==> src/sv/fcsg_pkg.sv <==
// shared types, constants and square root step for the filled circle span generator
package fcsg_pkg;

   localparam int MAX_RADIUS = 31;
   localparam int COORD_BITS = 12;
   localparam int OUT_BITS   = COORD_BITS + 2;
   localparam int RAD_BITS   = 5;
   localparam int SQ_BITS    = 2 * RAD_BITS;
   localparam int ROOT_STEPS = RAD_BITS;

   typedef struct packed {
      logic                        last;
      logic signed [OUT_BITS-1:0]  row;
      logic [COORD_BITS-1:0]       cx;
      logic [15:0]                 color;
      logic [SQ_BITS-1:0]          rem;
      logic [SQ_BITS-1:0]          root;
   } pipe_type;

   // one restoring step of the bitwise square root, bit weight 4^(ROOT_STEPS-1-idx)
   function automatic pipe_type sqrt_step(input pipe_type p, input int idx);
      pipe_type             q;
      logic [SQ_BITS-1:0]   bitv;
      logic [SQ_BITS:0]     trial;
      q     = p;
      bitv  = SQ_BITS'(1) << (2 * (ROOT_STEPS - 1 - idx));
      trial = {1'b0, p.root} + {1'b0, bitv};
      if ({1'b0, p.rem} >= trial) begin
         q.rem  = p.rem - trial[SQ_BITS-1:0];
         q.root = (p.root >> 1) + bitv;
      end else begin
         q.root = p.root >> 1;
      end
      return q;
   endfunction

endpackage

==> src/sv/filled_circle_span_generator_top.sv <==
// filled circle span generator: row sequencer feeding a five stage span pipeline
//
// A circle request beat on req_ (center, radius, color) is taken when req_valid
// is high and req_stall is low. The block then emits 2*radius+1 span beats on
// rsp_, top row first, each with inclusive start and end columns of the filled
// disc on that row, in 14-bit two's complement, unclipped. last_span marks the
// bottom row. The half-width is the floor square root of radius^2 - dy^2.
// The spans of a circle follow the request beat through the sequencer and the
// pipeline, one span per cycle while rsp_stall is low. The row sequencer holds
// req_stall high while it still issues rows of a circle, and the next request is
// taken while the last rows of the previous circle are still in the pipeline.
// Pipeline: row setup and radius^2 - dy^2, two square root steps, two more,
// the last step, then span ends into the output register.
// When rsp_stall is high with a span waiting, the whole pipeline and row issue
// hold (an idle sequencer still takes a request); nothing is lost or repeated.
// Reset (synchronous, active high) clears busy, the row count and all valid bits.
module filled_circle_span_generator_top (
   input  logic                                clock,
   input  logic                                reset,
   input  logic                                req_valid,
   output logic                                req_stall,
   input  logic [fcsg_pkg::COORD_BITS-1:0]     req_center_x,
   input  logic [fcsg_pkg::COORD_BITS-1:0]     req_center_y,
   input  logic [fcsg_pkg::RAD_BITS-1:0]       req_radius,
   input  logic [15:0]                         req_fill_color,
   output logic                                rsp_valid,
   input  logic                                rsp_stall,
   output logic signed [fcsg_pkg::OUT_BITS-1:0] rsp_span_row,
   output logic signed [fcsg_pkg::OUT_BITS-1:0] rsp_span_start,
   output logic signed [fcsg_pkg::OUT_BITS-1:0] rsp_span_end,
   output logic [15:0]                         rsp_span_color,
   output logic                                rsp_last_span
);
   import fcsg_pkg::*;

   logic                        busy_ff, busy_in;
   logic [RAD_BITS:0]           k_ff, k_in;
   logic [RAD_BITS-1:0]         r_ff, r_in;
   logic [COORD_BITS-1:0]       cx_ff, cx_in;
   logic [COORD_BITS-1:0]       cy_ff, cy_in;
   logic [15:0]                 color_ff, color_in;

   logic                        advance;
   logic                        accept;
   logic                        issue;
   logic                        is_last_row;

   logic signed [RAD_BITS+1:0]  dy;
   logic [RAD_BITS-1:0]         ady;
   logic [SQ_BITS-1:0]          rsq;
   logic [SQ_BITS-1:0]          dsq;
   logic [RAD_BITS-1:0]         r_sat;

   logic     va_ff, vb_ff, vc_ff, vd_ff;
   pipe_type pa_ff, pa_in, pb_ff, pb_in, pc_ff, pc_in, pd_ff, pd_in;

   logic                        out_valid_ff;
   logic signed [OUT_BITS-1:0]  out_row_ff, out_start_ff, out_end_ff;
   logic signed [OUT_BITS-1:0]  out_start_in, out_end_in;
   logic [15:0]                 out_color_ff;
   logic                        out_last_ff;

   assign advance   = !out_valid_ff || !rsp_stall;
   assign req_stall = busy_ff;
   assign accept    = req_valid && !busy_ff;
   assign issue     = busy_ff && advance;
   assign is_last_row = (k_ff == {r_ff, 1'b0});

   assign r_sat = (32'(req_radius) > MAX_RADIUS) ? RAD_BITS'(MAX_RADIUS) : req_radius;

   // row sequencer
   always_comb begin
      busy_in  = busy_ff;
      k_in     = k_ff;
      r_in     = r_ff;
      cx_in    = cx_ff;
      cy_in    = cy_ff;
      color_in = color_ff;
      if (accept) begin
         busy_in  = 1'b1;
         k_in     = '0;
         r_in     = r_sat;
         cx_in    = req_center_x;
         cy_in    = req_center_y;
         color_in = req_fill_color;
      end else if (issue) begin
         if (is_last_row) begin
            busy_in = 1'b0;
         end else begin
            k_in = k_ff + 1'b1;
         end
      end
   end

   always_ff @(posedge clock) begin
      if (reset) begin
         busy_ff <= 1'b0;
         k_ff    <= '0;
      end else begin
         busy_ff <= busy_in;
         k_ff    <= k_in;
      end
   end

   always_ff @(posedge clock) begin
      r_ff     <= r_in;
      cx_ff    <= cx_in;
      cy_ff    <= cy_in;
      color_ff <= color_in;
   end

   // row setup: dy, radius^2 - dy^2
   always_comb begin
      dy    = $signed({1'b0, k_ff}) - $signed({2'b00, r_ff});
      ady   = dy[RAD_BITS+1] ? RAD_BITS'(-dy) : RAD_BITS'(dy);
      rsq   = r_ff * r_ff;
      dsq   = ady * ady;
      pa_in.last  = is_last_row;
      pa_in.row   = $signed({2'b00, cy_ff})
                    + $signed({{(OUT_BITS-RAD_BITS-2){dy[RAD_BITS+1]}}, dy});
      pa_in.cx    = cx_ff;
      pa_in.color = color_ff;
      pa_in.rem   = rsq - dsq;
      pa_in.root  = '0;
   end

   assign pb_in = sqrt_step(sqrt_step(pa_ff, 0), 1);
   assign pc_in = sqrt_step(sqrt_step(pb_ff, 2), 3);
   assign pd_in = sqrt_step(pc_ff, 4);

   assign out_start_in = $signed({2'b00, pd_ff.cx})
                         - $signed({{(OUT_BITS-RAD_BITS){1'b0}}, pd_ff.root[RAD_BITS-1:0]});
   assign out_end_in   = $signed({2'b00, pd_ff.cx})
                         + $signed({{(OUT_BITS-RAD_BITS){1'b0}}, pd_ff.root[RAD_BITS-1:0]});

   always_ff @(posedge clock) begin
      if (reset) begin
         va_ff        <= 1'b0;
         vb_ff        <= 1'b0;
         vc_ff        <= 1'b0;
         vd_ff        <= 1'b0;
         out_valid_ff <= 1'b0;
      end else if (advance) begin
         va_ff        <= busy_ff;
         vb_ff        <= va_ff;
         vc_ff        <= vb_ff;
         vd_ff        <= vc_ff;
         out_valid_ff <= vd_ff;
      end
   end

   always_ff @(posedge clock) begin
      if (advance) begin
         pa_ff        <= pa_in;
         pb_ff        <= pb_in;
         pc_ff        <= pc_in;
         pd_ff        <= pd_in;
         out_row_ff   <= pd_ff.row;
         out_start_ff <= out_start_in;
         out_end_ff   <= out_end_in;
         out_color_ff <= pd_ff.color;
         out_last_ff  <= pd_ff.last;
      end
   end

   assign rsp_valid      = out_valid_ff;
   assign rsp_span_row   = out_row_ff;
   assign rsp_span_start = out_start_ff;
   assign rsp_span_end   = out_end_ff;
   assign rsp_span_color = out_color_ff;
   assign rsp_last_span  = out_last_ff;

   // floor root: remainder never exceeds twice the root
   a_root_floor: assert property (@(posedge clock) disable iff (reset)
      vd_ff |-> ({1'b0, pd_ff.rem} <= {pd_ff.root, 1'b0}))
      else $error("square root remainder out of range");

   a_span_order: assert property (@(posedge clock) disable iff (reset)
      out_valid_ff |-> (out_start_ff <= out_end_ff))
      else $error("span start past span end");

   a_bottom_point: assert property (@(posedge clock) disable iff (reset)
      (out_valid_ff && out_last_ff) |-> (out_start_ff == out_end_ff))
      else $error("bottom span is not a single pixel");

   a_busy_after_req: assert property (@(posedge clock) disable iff (reset)
      accept |=> (busy_ff && k_ff == '0))
      else $error("sequencer did not start after request");

endmodule
==> config.mk <==
export PLATFORM = sky130hd
export DESIGN_NAME = filled_circle_span_generator_top
export DESIGN_NICKNAME = d
export VERILOG_FILES = /design/src/sv/fcsg_pkg.sv /design/src/sv/filled_circle_span_generator_top.sv
export SDC_FILE = /design/constraint.sdc
export NUM_CORES = 1
export LEC_CHECK = 0
export BUFFER_PORTS_ARGS = -buffer_cell sky130_fd_sc_hd__buf_2
export CORE_AREA = 3 3 170 172
export DETAILED_ROUTE_END_ITERATION = 6
export DIE_AREA = 0 0 173 175
export GPL_ROUTABILITY_DRIVEN = 0
export PLACE_DENSITY = 0.67
export SLEW_MARGIN = 0
export SYNTH_ARGS = -nofsm -noshare
export SYNTH_HDL_FRONTEND = slang
export SYNTH_SLANG_ARGS = --single-unit
==> constraint.sdc <==
create_clock -name clock -period 8.4 [get_ports clock]
set_input_delay 0 -clock clock [delete_from_list [all_inputs] [get_ports clock]]
set_output_delay 0 -clock clock [all_outputs]
set_load 0.005 [all_outputs]
==> results.yml, run 1 <==
timing:
  setup_viol: 0
  worst_pin_slew_ps: 969
  max_freq_mhz: 145
  slew_violations: 0
  setup_tns_ps: 0
  hold_viol: 0
  rsz0062_at_grt: "false"
  period_needed_ps: 6900
  fin_hold_ws_ps: 196
  period_share: 0.822
  skew_ps: 24.3
  maxSlewHeadroom: 0.354
logic_synthesis:
  synth_ff_type: "edfxtp_1"
  synth_top_area_frac: 0.692
  synthTopCellsByCount: "edfxtp_1, inv_1, ha_1, nor2_1, xnor2_1"
  synthArstFlopShare: 0
  synth.area.top_cells: "edfxtp_1, ha_1, fa_1, xnor2_1, inv_1"
  synth_edf_count: 314
  synth_area_per_cell_um2: 15.6
  seq_area_frac_synth: 0.710
  synth-seq-cells: 326
  syn-instance-count: 871
  yosys.cell_count.top_type: "edfxtp_1"
  yosysTopAreaCell: "edfxtp_1"
  synth_area_mm2: 0.0136
  ys_types: 62
  synth_nets: 1016
  synth_warnings: 0
setup_path:
  path_max_fanout: 11
  setup.worst_path.start: "r_ff[1]"
  cp.arrival_ps: 7140
  r2r_slack_ps: 1500
  worstReg2RegStart: "r_ff[1]"
  cp.required_ps: 8640
  critPathLaunchType: "flop"
  end_kind: "flop"
  crit_type: "flop to flop"
floorplanning:
  ios: 110
  start_util: 0.493
  coreArea_mm2: 0.0276
  die_w_um: 173
  num_rows: 61
  die_area_mm2: 0.0303
  die_h_um: 175
global_routing:
  grt_usage: 0.132
  grt_pass1_wl_mm: 32.8
  grt_pass1_vias: 6839
  antenna_found_initial: 0
  overflow: 0
  grt_max_degree: 82
hold_path:
  hp-class: "input port to flop"
  min_from: "req_radius[2]"
routing:
  drc: 0
  route.vias.total: 6977
  drt_iter0_drc: 450
  avgViaCountPerCell: 4.78
  firstDrtPassIters: 4
  drtAntennaViolNets: 0
  avgRoutedWirePerCell_um: 13.6
  drt-total-wl_mm: 19.9
clock_network:
  cts_max_level: 2
  cts_tree: "done"
  cts_buffers: 35
  clk_latency_ps: 510
  clock_sinks: 326
  cts_root_buffer: "clkbuf_16"
  cts-resized-gates: 0
  clkTransAtPathRegs_ps: 60
  holdBufCountCts: 49
  cts_buffer_depth: 3
  cts_setup_buffers: 0
cells_and_area:
  layout-area-overhead-vs-synth_pct: 19.3
  layout-drive-gt1-share: 0.164
  antennaDiodeCount: 0
  nets: 1203
  fin_area_mm2: 0.0162
  n_fill_cell: 2161
placed_design:
  placed_cell_area_mm2: 0.0146
  portBuffers: 108
  place_hpwl_mm: 13.1
flow_run:
  maxCapViolations: 0
pwr:
  cellPowerDensity_mw_per_mm2: 347
  ir_worst_vdd_v: 0.000235
  p_leak_nw: 6.54
status:
  status: "completed"
==> state kept, by name (all words and copies together) (netlist names), 5 cells and up <==
register        cells
pc_ff              57
pb_ff              55
pa_ff              53
pd_ff              48
color_ff           16
rsp_span_color     16
rsp_span_row       14
rsp_span_start     13
cx_ff              12
cy_ff              12
rsp_span_end       12
k_ff                6
r_ff                5
==> layout make-up <==
type | instances | area [um2] | share of cell area
well taps | 378 | 473 | 0.0291
multi-input cells | 447 | 3580 | 0.220
clock inverters | 17 | 206 | 0.0127
repair buffers | 161 | 1060 | 0.0653
flip-flops and latches | 326 | 9670 | 0.595
inverters | 87 | 327 | 0.0201
clock buffers | 45 | 933 | 0.0575
==> critical path, cell delays in order (launching register included) <==
cell and delay (ps):
edfxtp_1 490, inv_1 130, ha_1 250, nor2b_1 170
o2111ai_1 290, nand4bb_1 470, a31oi_1 470, xnor2_1 260
nor2_1 160, fa_1 520, inv_1 50, fa_1 500
fa_1 540, inv_1 50, fa_1 500, fa_1 520
inv_1 40, ha_1 330, nor2b_1 170, o31ai_1 300
a21oi_1 130, xnor2_1 160, xnor2_1 140
==> layer usage <==
metal,up-vias,GRT usage,part of all wire
li1,3515,-,-
met1,3287,0.174,0.45
met2,137,0.220,0.48
met3,38,0.0259,0.042
met4,0,0.0486,0.026
met5,-,0,0
==> where the power goes <==
group / total (mW) / switching [mW] / internal (mW)
Clock: 1.48 / 0.596 / 0.887
Combinational: 1.87 / 0.986 / 0.879
Sequential: 2.29 / 0.0997 / 2.19
Total: 5.64 / 1.68 / 3.95
==> cell families after synthesis <==
logic type	count (synthesis)	synth area share
flops	326	0.710
simple gates	180	0.0652
buf+inv	98	0.0285
fa+ha+maj	96	0.103
compound gates	96	0.0451
xor+xnor	63	0.0405
mux	10	0.00753
other cells	2	0.000551
==> layout by cell type, fill, tap and decap left out, drive strengths merged, types with 3 or more instances in the layout <==
cell,instances
o31ai,3
nand3b,4
nor2b,11
nor2,60
mux2i,8
nand2b,10
inv,88
a21o,3
fa,26
a21oi,26
o21a,5
a31oi,4
dlygate4sd3,49
ha,70
xnor2,45
nand4,4
nand2,39
edfxtp,314
o211ai,7
clkinv,10
clkinvlp,3
or3,5
xor2,18
o21ai,26
dfxtp,12
bufinv,3
or2,9
o21bai,5
buf,112
nor3,14
nand3,11
clkbuf,45
==> worst paths after layout <==
path	end	cells after the start
hold / removal	r_ff[2]	2
setup reg to reg	pa_ff[19]	22
hold reg to reg	pb_ff[36]	0
setup / recovery	pa_ff[19]	22
==> per-stage QoR <==
step	setup slack, ps	utilization	cells	total power [mW]
final	1500	0.588	1461	5.64
after global placement	1770	0.529	1350	4.13
after detailed placement	1520	0.529	1350	4.18
after CTS	1510	0.588	1461	5.71
after floorplan	998	-	871	3.79
after global routing	1000	0.588	1461	6.07
(Power assumes the default switching activity.)
==> run 2: changes to the inputs <==
--- a/config.mk
+++ b/config.mk
@@ -5,12 +5,13 @@
 export SDC_FILE = /design/constraint.sdc
 export NUM_CORES = 1
 export LEC_CHECK = 0
+export ABC_AREA = 1
 export BUFFER_PORTS_ARGS = -buffer_cell sky130_fd_sc_hd__buf_2
-export CORE_AREA = 3 3 170 172
+export CORE_AREA = 3 3 171 173
 export DETAILED_ROUTE_END_ITERATION = 6
-export DIE_AREA = 0 0 173 175
+export DIE_AREA = 0 0 174 176
 export GPL_ROUTABILITY_DRIVEN = 0
-export PLACE_DENSITY = 0.67
+export PLACE_DENSITY = 0.71
 export SLEW_MARGIN = 0
 export SYNTH_ARGS = -nofsm -noshare
 export SYNTH_HDL_FRONTEND = slang
==> constraint.sdc (replaced) <==
create_clock -name clock -period 6.15 [get_ports clock]
set_input_delay 0 -clock clock [delete_from_list [all_inputs] [get_ports clock]]
set_output_delay 0 -clock clock [all_outputs]
set_load 0.005 [all_outputs]
==> results.yml, run 2 <==
cells_and_area:
  top_register: "pc_ff"
  layout-drive-gt1-share: 0.185
  nets: 1324
  instances_no_fill: 1583
  largest_reg_flops: 57
  final_common_cell: "edfxtp_1"
  n_fill_cell: 2184
  antennaDiodeCount: 0
  largestRegisters: "pc_ff: 57 flops, pb_ff: 55 flops, pa_ff: 53 flops"
  layout-area-overhead-vs-synth_pct: 19.2
  final_cell_mix: "edfxtp_1, inv_1, nand2_1"
setup_path:
  crit_type: "flop to flop"
  cp.required_ps: 6410
  crit_path_frequent_cell: "inv_1"
  critPathLaunchType: "flop"
  cp_slowest_cell: "fa_1"
  path_max_fanout: 7
  slowest_delay_ps: 550
  cp.arrival_ps: 5970
  end_kind: "flop"
timing:
  worst_pin_slew_ps: 1070
  maxSlewHeadroom: 0.285
  slew_violations: 0
  period_share: 0.929
  max_freq_mhz: 175
  setup_viol: 0
  fin_hold_ws_ps: 195
  hold_viol: 0
  skew_ps: 25.8
  period_needed_ps: 5710
pwr:
  comb_power_share: 0.371
  ir_worst_vdd_v: 0.000376
  pwr-share-seq: 0.395
  design_power_total_mw: 8.02
  p_sw_frac: 0.336
  internal_power_mw: 5.32
  p_sw_mw: 2.70
  clockPowerShare: 0.234
  cellPowerDensity_mw_per_mm2: 483
  p_leak_nw: 7.18
logic_synthesis:
  synth_ff_type: "edfxtp_1"
  seq_area_frac_synth: 0.694
  synthArstFlopShare: 0
  syn-instance-count: 983
  synth_edf_count: 314
  yosys.cell_count.top_type: "edfxtp_1"
  synth-seq-cells: 326
  synthTopCellsByCount: "edfxtp_1, inv_1, nand2_1, ha_1, nor2_1"
  synth.area.top_cells: "edfxtp_1, ha_1, inv_1, nand2_1, fa_1"
  ys_types: 51
  synth_area_per_cell_um2: 14.2
  synth_warnings: 0
  synth_area_mm2: 0.0139
  yosysTopAreaCell: "edfxtp_1"
  synth_nets: 1128
  synth_top_area_frac: 0.677
floorplanning:
  die_area_mm2: 0.0306
  coreArea_mm2: 0.0278
  die_h_um: 176
  die_w_um: 174
  ios: 110
  num_rows: 61
  start_util: 0.501
clock_network:
  cts_buffer_depth: 3
  cts_tree: "done"
  cts_buffers: 35
  cts_root_buffer: "clkbuf_16"
  clk_latency_ps: 520
  cts_max_level: 2
  clock_sinks: 326
  clkTransAtPathRegs_ps: 60
routing:
  firstDrtPassIters: 4
  route.vias.total: 7414
  avgViaCountPerCell: 4.68
  drt_iter0_drc: 439
  drtAntennaViolNets: 0
  avgRoutedWirePerCell_um: 13.1
  drt-total-wl_mm: 20.7
  drc: 0
global_routing:
  grt_pass1_vias: 7410
  grt_pass1_wl_mm: 34.3
  overflow: 0
  grt_usage: 0.137
  antenna_found_initial: 0
  grt_max_degree: 99
hold_path:
  hp-class: "input port to flop"
placed_design:
  place_hpwl_mm: 13.5
  portBuffers: 108
  dp.cells: 1470
status:
  status: "completed"
flow_run:
  maxCapViolations: 0
## run 2: changes by cell type in the layout (fill, tap and decap cells not counted), sizes merged, moves of 10 or more
cell    change
nor2b      -11
nand3      +23
xor2       +26
nand2b     -10
nand2     +108
inv        +73
xnor2      -34
## run 2: power groups by stage
stage                     sequential (mW)  clock [mW]  combinational, mW
after floorplan                      3.19           0               2.26
after global placement               3.20           0               2.76
after detailed placement             3.22           0               2.87
after CTS                            3.17        1.95               2.91
after global routing                 3.21        2.03               3.44
final                                3.17        1.88               2.97
## run 2: final cells by class
type                       count  area [um2]  area share
tap                          378         473      0.0285
multi-input combinational    488        3690       0.222
clock buffer                  42         912      0.0549
clock inverter                21         148     0.00889
sequential                   326        9670       0.582
timing repair buffer         168        1110      0.0668
inverter                     160         606      0.0365
## run 2: kinds of logic (layout without fill, tap and decap cells)
family / count (synthesis) / after routing / share of synthesized area
xor gates and xnor gates: 55 / 55 / 0.0375
and+or+nand+nor: 264 / 264 / 0.0889
DFF: 326 / 326 / 0.694
other: 2 / 2 / 0.000539
AOI/OAI and AO/OA: 71 / 71 / 0.0313
buffers and inverters: 169 / 391 / 0.0474
adders and majority gates: 96 / 96 / 0.100
## run 2: final timing paths
path	slack, ps	end	from	depth (start not counted)
min	200	color_ff[5]	req_fill_color[5]	2
max reg2reg	440	pa_ff[19]	k_ff[0]	28
max	440	pa_ff[19]	k_ff[0]	28
min reg2reg	410	rsp_span_row[7]	pd_ff[55]	0
## run 2: timing repair
| item | 4_1_cts | 5_1_grt |
|---|---|---|
| setup buffers | 0 | 3 |
| endpoints found under the setup margin | 0 | 3 |
| hold endpoints to repair | 51 | 0 |
| gates resized for setup | 0 | 14 |
| hold buffers | 47 | 0 |
## run 2: worst max-delay path, delay by kind of cell (launching register included)
family	cells	cell delay, ps
buf+inv	7	540
flops	1	380
fa+ha+maj	8	3360
xor+xnor	2	360
simple gates	11	850
## run 2: metal layers
| metal | wire length, um | share of wire | vias to the layer above | GRT usage |
|---|---|---|---|---|
| li1 | - | - | 3754 | - |
| met1 | 8760 | 0.42 | 3461 | 0.165 |
| met2 | 10500 | 0.51 | 157 | 0.246 |
| met3 | 904 | 0.044 | 42 | 0.0267 |
| met4 | 522 | 0.025 | 0 | 0.0462 |
| met5 | 0 | 0 | - | 0 |
## run 2: stage by stage
| step | utilization | cell area [um2] | TNS, ps | setup slack, ps |
|---|---|---|---|---|
| finish | 0.598 | 16600 | 0 | 437 |
| global route | 0.598 | 16600 | -5.77 | -5.77 |
| CTS | 0.595 | 16500 | 0 | 21.2 |
| detailed placement | 0.539 | 15000 | 0 | 18.0 |
| global placement | 0.539 | 15000 | 0 | 207 |
| floorplan | - | 13900 | 0 | 290 |
